==> config.mk <==
export PLATFORM = sky130hd
export DESIGN_NAME = consecutive_draw_match_run_stats
export DESIGN_NICKNAME = d
export VERILOG_FILES = /design/src/rtl/cdmrs_pkg.sv /design/src/rtl/cdmrs_match.sv /design/src/rtl/cdmrs_stats.sv /design/src/rtl/consecutive_draw_match_run_stats.sv
export SDC_FILE = /design/constraint.sdc
export NUM_CORES = 2
export LEC_CHECK = 0
export ABC_AREA = 1
export BUFFER_PORTS_ARGS = -buffer_cell sky130_fd_sc_hd__buf_2
export CORE_MARGIN = 1.5
export CORE_UTILIZATION = 35
export DETAILED_ROUTE_END_ITERATION = 8
export PLACE_DENSITY = 0.53
export SKIP_LAST_GASP = 1
export SLEW_MARGIN = 20
export SYNTH_ARGS = -nofsm -noshare
export SYNTH_HDL_FRONTEND = slang
export SYNTH_HIERARCHICAL = 1
export SYNTH_SLANG_ARGS = --single-unit
==> constraint.sdc <==
create_clock -name clk -period 16 [get_ports clk]
set_input_delay 1.6 -clock clk [delete_from_list [all_inputs] [get_ports clk]]
set_output_delay 1.6 -clock clk [all_outputs]
set_load 0.01 [all_outputs]
==> src/rtl/cdmrs_pkg.sv <==
// Shared types and constants for the consecutive draw match run monitor.
// Used by cdmrs_match, cdmrs_stats and the top level; no dependencies.
`default_nettype none

package cdmrs_pkg;

  localparam int unsigned IdW = 64;
  localparam int unsigned CntW = 64;
  localparam int unsigned RunW = 32;
  localparam int unsigned InDataW = 3 * IdW;
  localparam int unsigned OutDataW = 6 * CntW + RunW;

  localparam logic [RunW-1:0] RunMin = RunW'(2);
  localparam logic [RunW-1:0] RunStart = RunW'(1);

  localparam logic CmdDraw = 1'b0;
  localparam logic CmdSnap = 1'b1;

  typedef struct packed {
    logic ss;
    logic ssm;
    logic ssg;
  } match_t;

  typedef struct packed {
    logic [CntW-1:0] completed_runs;
    logic [RunW-1:0] run_length_max;
    logic [CntW-1:0] run_length_sum;
    logic [CntW-1:0] same_all_count;
    logic [CntW-1:0] same_shader_material_count;
    logic [CntW-1:0] same_shader_count;
    logic [CntW-1:0] draw_count;
  } stats_t;

  function automatic logic [CntW-1:0] sat_inc(input logic [CntW-1:0] v);
    sat_inc = (&v) ? v : v + CntW'(1);
  endfunction

endpackage

`default_nettype wire

==> src/rtl/cdmrs_match.sv <==
// Previous draw id store and comparison against the draw being taken.
// Depends on cdmrs_pkg.
`default_nettype none

module cdmrs_match
  import cdmrs_pkg::*;
(
  input  wire logic           clk,
  input  wire logic           rst,
  input  wire logic           take,
  input  wire logic [IdW-1:0] shader_id,
  input  wire logic [IdW-1:0] material_id,
  input  wire logic [IdW-1:0] geometry_id,
  output match_t              flags
);

  logic [IdW-1:0] prev_shader;
  logic [IdW-1:0] prev_material;
  logic [IdW-1:0] prev_geometry;

  always_ff @(posedge clk) begin
    if (rst) begin
      prev_shader   <= '0;
      prev_material <= '0;
      prev_geometry <= '0;
    end else if (take) begin
      prev_shader   <= shader_id;
      prev_material <= material_id;
      prev_geometry <= geometry_id;
    end
  end

  always_comb begin
    flags.ss  = (shader_id == prev_shader) && (shader_id != '0);
    flags.ssm = flags.ss && (material_id == prev_material);
    flags.ssg = flags.ssm && (geometry_id == prev_geometry) && (geometry_id != '0);
  end

endmodule

`default_nettype wire

==> src/rtl/cdmrs_stats.sv <==
// Window counters and run tracking with saturation; snapshot clears the window.
// Depends on cdmrs_pkg.
`default_nettype none

module cdmrs_stats
  import cdmrs_pkg::*;
(
  input  wire logic   clk,
  input  wire logic   rst,
  input  wire logic   take,
  input  wire logic   snap,
  input  wire match_t flags,
  output stats_t      view
);

  stats_t          win;
  stats_t          win_next;
  logic [RunW-1:0] current_run;
  logic [RunW-1:0] current_run_next;
  logic [CntW:0]   sum_wide;

  always_comb begin
    win_next         = win;
    current_run_next = current_run;
    sum_wide         = {1'b0, win.run_length_sum} + {1'b0, CntW'(current_run)};
    if (take) begin
      win_next.draw_count = sat_inc(win.draw_count);
      if (flags.ss) begin
        win_next.same_shader_count = sat_inc(win.same_shader_count);
      end
      if (flags.ssm) begin
        win_next.same_shader_material_count = sat_inc(win.same_shader_material_count);
      end
      if (flags.ssg) begin
        win_next.same_all_count = sat_inc(win.same_all_count);
        if (!(&current_run)) begin
          current_run_next = current_run + RunW'(1);
        end
      end else begin
        if (current_run >= RunMin) begin
          win_next.run_length_sum = sum_wide[CntW] ? '1 : sum_wide[CntW-1:0];
          win_next.completed_runs = sat_inc(win.completed_runs);
          if (current_run > win.run_length_max) begin
            win_next.run_length_max = current_run;
          end
        end
        current_run_next = RunStart;
      end
    end
  end

  assign view = win_next;

  always_ff @(posedge clk) begin
    if (rst) begin
      win         <= '0;
      current_run <= '0;
    end else begin
      current_run <= current_run_next;
      win         <= snap ? '0 : win_next;
    end
  end

endmodule

`default_nettype wire

==> src/rtl/consecutive_draw_match_run_stats.sv <==
// Consecutive draw match run monitor, top level. Depends on cdmrs_pkg,
// cdmrs_match and cdmrs_stats.
// Result path: the input transfer is captured in the input register, and the result in the result register.
// Throughput: one item per cycle while m_tready is high; a stalled result holds off new input.
// Reset (rst, synchronous): clears enable, previous ids, run in progress and counters.
`default_nettype none

module consecutive_draw_match_run_stats
  import cdmrs_pkg::*;
(
  input  wire logic                clk,
  input  wire logic                rst,
  input  wire logic                cfg_we,
  input  wire logic                cfg_wdata,
  input  wire logic                s_tvalid,
  output      logic                s_tready,
  input  wire logic [InDataW-1:0]  s_tdata,  // shader_id, material_id, geometry_id
  input  wire logic                s_tuser,  // cmd
  output      logic                m_tvalid,
  input  wire logic                m_tready,
  output      logic [OutDataW-1:0] m_tdata   // draw_count, same_shader_count,
                                             // same_shader_material_count, same_all_count,
                                             // run_length_sum, run_length_max, completed_runs
);

  logic             enable;
  logic             in_valid;
  logic             in_cmd;
  logic [IdW-1:0]   in_shader;
  logic [IdW-1:0]   in_material;
  logic [IdW-1:0]   in_geometry;
  logic             out_valid;
  stats_t           out_data;
  logic             advance;
  logic             take;
  logic             snap;
  match_t           flags;
  stats_t           view;

  assign advance  = in_valid && (!out_valid || m_tready);
  assign take     = advance && (in_cmd == CmdDraw) && enable;
  assign snap     = advance && (in_cmd == CmdSnap);
  assign s_tready = !in_valid || !out_valid || m_tready;
  assign m_tvalid = out_valid;
  assign m_tdata  = out_data;

  always_ff @(posedge clk) begin
    if (rst) begin
      enable <= 1'b0;
    end else if (cfg_we) begin
      enable <= cfg_wdata;
    end
  end

  always_ff @(posedge clk) begin
    if (rst) begin
      in_valid <= 1'b0;
    end else if (s_tvalid && s_tready) begin
      in_valid <= 1'b1;
    end else if (advance) begin
      in_valid <= 1'b0;
    end
  end

  always_ff @(posedge clk) begin
    if (s_tvalid && s_tready) begin
      in_cmd      <= s_tuser;
      in_shader   <= s_tdata[IdW-1:0];
      in_material <= s_tdata[2*IdW-1:IdW];
      in_geometry <= s_tdata[3*IdW-1:2*IdW];
    end
  end

  cdmrs_match u_match (
    .clk         (clk),
    .rst         (rst),
    .take        (take),
    .shader_id   (in_shader),
    .material_id (in_material),
    .geometry_id (in_geometry),
    .flags       (flags)
  );

  cdmrs_stats u_stats (
    .clk   (clk),
    .rst   (rst),
    .take  (take),
    .snap  (snap),
    .flags (flags),
    .view  (view)
  );

  always_ff @(posedge clk) begin
    if (rst) begin
      out_valid <= 1'b0;
    end else if (advance) begin
      out_valid <= 1'b1;
    end else if (m_tready) begin
      out_valid <= 1'b0;
    end
  end

  always_ff @(posedge clk) begin
    if (advance) begin
      out_data <= view;
    end
  end

endmodule

`default_nettype wire

==> impl_metrics.toml <==
[global_routing]
gr-usage-met2 = 0.380
grt_pass1_vias = 50452
grt_first_pass_wirelength_um = 303000
use_met3 = 0.0340
grt-busiest-layer = "met2"
grt_antenna_before_repair = 13
grt_remaining_overflow = 0
grt.met1_usage = 0.285
grt_max_degree = 164
global_route.usage.total = 0.225

[place]
dpl_worst_slack_ns = 10.55
dp_hpwl_um = 154000
finalWeightedCongestion = 0.964
io_buffers = 616
placed_cells = 10563

[timing]
post_route_clock_skew_ns = 0.0300
timing_worst_slew_pin_value_ns = 1.10
timing_hold_violations_final = 0
final.hold.worst_slack_ns = 0.468
max_slew_margin = 0.266
period_minus_slack_ns = 4.91
final_setup_slack_of_the_worst_path_ns = 11.09
final_period_util = 0.307
setup-tns-final_ns = 0
final-max-slew-violation-count = 0
rsz0062_at_grt = "false"
setup_viol = 0
max_freq_mhz = 203

[floorplan]
floorplan.initialDensity = 0.354
die-area_sq_um = 177000
core_region_area_sq_um = 172000
chipWidth_um = 420
die_height_um = 420
floorplan.rows = 152
num_io_pins = 617

[worst_setup_path]
gate_family_responsible_for_the_most_delay_along_the_worst_path = "simple AND/OR/NAND/NOR gates"
worstPathMaxFanout = 39
critical_path_arrival_ns = 5.46
critical_path.slowest_cell = "sky130_fd_sc_hd__nor2_4"
critical_path.cell_chain = "inv_1, nand2_1, nand4_1, nor2_1, nand2_1, nor2_1, nand2_1, nor2_4, nand2_2, nor2_4, buf_4, nor2_2, nand2_2, nor3_1, nand2_2, buf_4, inv_1, a21oi_1, nand2_1"
cp_data_required_time_ns = 16.54
cp-start-kind = "flip-flop"
timing.critical_path.to_type = "flip-flop"
reg2reg_setup_slack_ns = 11.09
worst-setup-path-type = "reg -> reg"
cp_num_buf_inv = 4
cp_slowest_stage_delay_ns = 0.75
crit_path_frequent_cell = "sky130_fd_sc_hd__nand2_1"

[synthesis]
netlist_instances = 7808
share_of_yosys_cell_area_claimed_by_the_top_area_cell_type = 0.300
commonest_register_cell_after_synthesis = "sky130_fd_sc_hd__dfxtp_1"
syn_avg_cell_area_sq_um = 7.81
asyncSetResetFlopFracSynth = 0
synth_top_cell_by_area = "sky130_fd_sc_hd__edfxtp_1"
number_of_enable_flip_flop_cells_after_synthesis = 609
synth_cell_types = 58
post_synth_net_total = 8079
ys_ff_latch = 1252
synthTopCellsByArea = "sky130_fd_sc_hd__edfxtp_1, sky130_fd_sc_hd__dfxtp_1, sky130_fd_sc_hd__nand2_1"
mappedNetlistArea_sq_um = 61000
sequential_to_total_area_share_from_yosys_stat = 0.511
synthesis.yosys.warnings = 6

[routing]
num_vias = 52545
drt-vias-per-instance = 4.85
wl_um = 203000
drtPass1Iterations = 5
wl_per_cell_um = 18.7
postRouteAntennaNets = 0
drtIter0Drc = 3801
detail_route.drc_violations = 0

[finish]
final_cell_count_no_fill = 10831
layout_commonest_cell = "sky130_fd_sc_hd__nand2_1"
most-common-layout-cells = "sky130_fd_sc_hd__nand2_1, sky130_fd_sc_hd__nor2_1, sky130_fd_sc_hd__inv_1, sky130_fd_sc_hd__dfxtp_1, sky130_fd_sc_hd__buf_2"
area_growth_syn_to_layout_pct = 16.7
fill_cells = 17602
final_layout_size_suffix_gt1_frac = 0.113
nets = 8672

[worst_hold_path]
hold_class = "reg -> reg"

[power_and_ir_drop]
leakage_nw = 28.5
ir_worst_vdd_mv = 0.110
power_mw = 7.06
power_dens_cells_nw_per_um2 = 99.3

[cts]
ctsHtreeMaxLevel = 4
cts_post_setup_buffers_inserted = 0
clk_pin_slew_worst_paths_ns = 0.06
cts.hold.buffers_added = 0
post_cts_resize_count = 0
cts_buffers = 144
cts_tree = "done"
clock_path_buffers = 3
insertion_delay_ns = 0.80
clock_sinks = 1252
root_buffer = "sky130_fd_sc_hd__clkbuf_16"

[flow_run]
maxCapViolations = 0

[status]
outcome = "completed"
-- per-layer routing --
layer	share of wire	vias up
met5	0.00050	-
met4	0.041	18
met3	0.046	294
met1	0.43	24532
met2	0.48	1312
li1	-	26389
-- logic make-up after synthesis --
group | count (synthesis) | share of synthesized area
AO/OA/AOI/OAI | 735 | 0.0643
buffers and inverters | 1137 | 0.0718
multiplexers | 4 | 0.000657
adder cells (fa/ha/maj) | 72 | 0.0149
AND/OR/NAND/NOR | 4314 | 0.295
XOR/XNOR | 294 | 0.0424
flip-flops | 1252 | 0.511
-- layout make-up --
class / count / area [sq um] / area share
Clock inverter: 53 / 539 / 0.00758
Sequential cell: 1252 / 31200 / 0.438
Antenna cell: 2 / 5.00 / 0.0000704
Timing Repair Buffer: 653 / 3420 / 0.0481
Inverter: 931 / 3520 / 0.0495
Tap cell: 2310 / 2890 / 0.0406
Clock buffer: 211 / 4120 / 0.0580
Multi-Input combinational cell: 5419 / 25500 / 0.358
-- stage by stage --
step,util,cell area (sq um)
floorplan,-,61000
global route,0.413,71100
global placement,0.385,66400
detailed placement,0.386,66400
CTS,0.413,71100
finish,0.413,71100
-- worst reg2reg max path, cell delays in order (launching register included) --
cell                       delay, ns
sky130_fd_sc_hd__edfxtp_1       0.43
sky130_fd_sc_hd__inv_1          0.09
sky130_fd_sc_hd__nand2_1        0.08
sky130_fd_sc_hd__nand4_1        0.15
sky130_fd_sc_hd__nor2_1         0.14
sky130_fd_sc_hd__nand2_1        0.07
sky130_fd_sc_hd__nor2_1         0.17
sky130_fd_sc_hd__nand2_1        0.12
sky130_fd_sc_hd__nor2_4         0.75
sky130_fd_sc_hd__nand2_2        0.22
sky130_fd_sc_hd__nor2_4         0.13
sky130_fd_sc_hd__buf_4          0.29
sky130_fd_sc_hd__nor2_2         0.18
sky130_fd_sc_hd__nand2_2        0.20
sky130_fd_sc_hd__nor3_1         0.07
sky130_fd_sc_hd__nand2_2        0.48
sky130_fd_sc_hd__buf_4          0.50
sky130_fd_sc_hd__inv_1          0.32
sky130_fd_sc_hd__a21oi_1        0.23
sky130_fd_sc_hd__nand2_1        0.07
-- worst paths after layout --
| check | startpoint | to | cells past startpoint |
|---|---|---|---|
| worst max-delay path | in_shader[35] | m_tdata[280] | 19 |
| worst min-delay path | enable | enable | 2 |
| worst max register to register | in_shader[35] | m_tdata[280] | 19 |
| worst min register to register | enable | enable | 2 |
-- cells in the mapped netlist, types with 4 or more instances --
cell and n:
sky130_fd_sc_hd__a211oi_1 55, sky130_fd_sc_hd__a21o_1 4, sky130_fd_sc_hd__a21oi_1 447, sky130_fd_sc_hd__a31oi_1 5, sky130_fd_sc_hd__and2_1 17, sky130_fd_sc_hd__and3_1 7
sky130_fd_sc_hd__buf_1 11, sky130_fd_sc_hd__buf_2 52, sky130_fd_sc_hd__buf_4 6, sky130_fd_sc_hd__clkbuf_1 133, sky130_fd_sc_hd__dfxtp_1 643, sky130_fd_sc_hd__edfxtp_1 609
sky130_fd_sc_hd__ha_1 71, sky130_fd_sc_hd__inv_1 914, sky130_fd_sc_hd__inv_2 15, sky130_fd_sc_hd__mux2i_1 4, sky130_fd_sc_hd__nand2_1 2449, sky130_fd_sc_hd__nand2_2 11
sky130_fd_sc_hd__nand3_1 388, sky130_fd_sc_hd__nand3_2 4, sky130_fd_sc_hd__nand3b_1 45, sky130_fd_sc_hd__nand4_1 164, sky130_fd_sc_hd__nor2_1 962, sky130_fd_sc_hd__nor2_2 22
sky130_fd_sc_hd__nor2_4 8, sky130_fd_sc_hd__nor3_1 179, sky130_fd_sc_hd__nor3_2 12, sky130_fd_sc_hd__nor3b_1 5, sky130_fd_sc_hd__nor4_1 17, sky130_fd_sc_hd__o21ai_0 192
sky130_fd_sc_hd__o21bai_1 14, sky130_fd_sc_hd__or2_2 14, sky130_fd_sc_hd__xnor2_1 164, sky130_fd_sc_hd__xor2_1 129
-- power breakdown --
| part | total (mW) | switching, mW | internal [mW] |
|---|---|---|---|
| registers | 3.51 | 0.0634 | 3.45 |
| logic | 0.258 | 0.175 | 0.0825 |
| clock network | 3.29 | 1.36 | 1.93 |
| total | 7.06 | 1.60 | 5.46 |
-- flip-flops by register name, summed over array words and instances (netlist names) --
signal and count:
in_valid 1, u_match/prev_shader 64, enable 1, u_match/prev_material 64
in_cmd 1, m_tvalid 1, u_stats/current_run 32, u_stats/win 416
in_shader 64, in_geometry 64, u_match/prev_geometry 64, in_material 64
m_tdata 416
No activity file was read; power rests on OpenSTA's default activity.
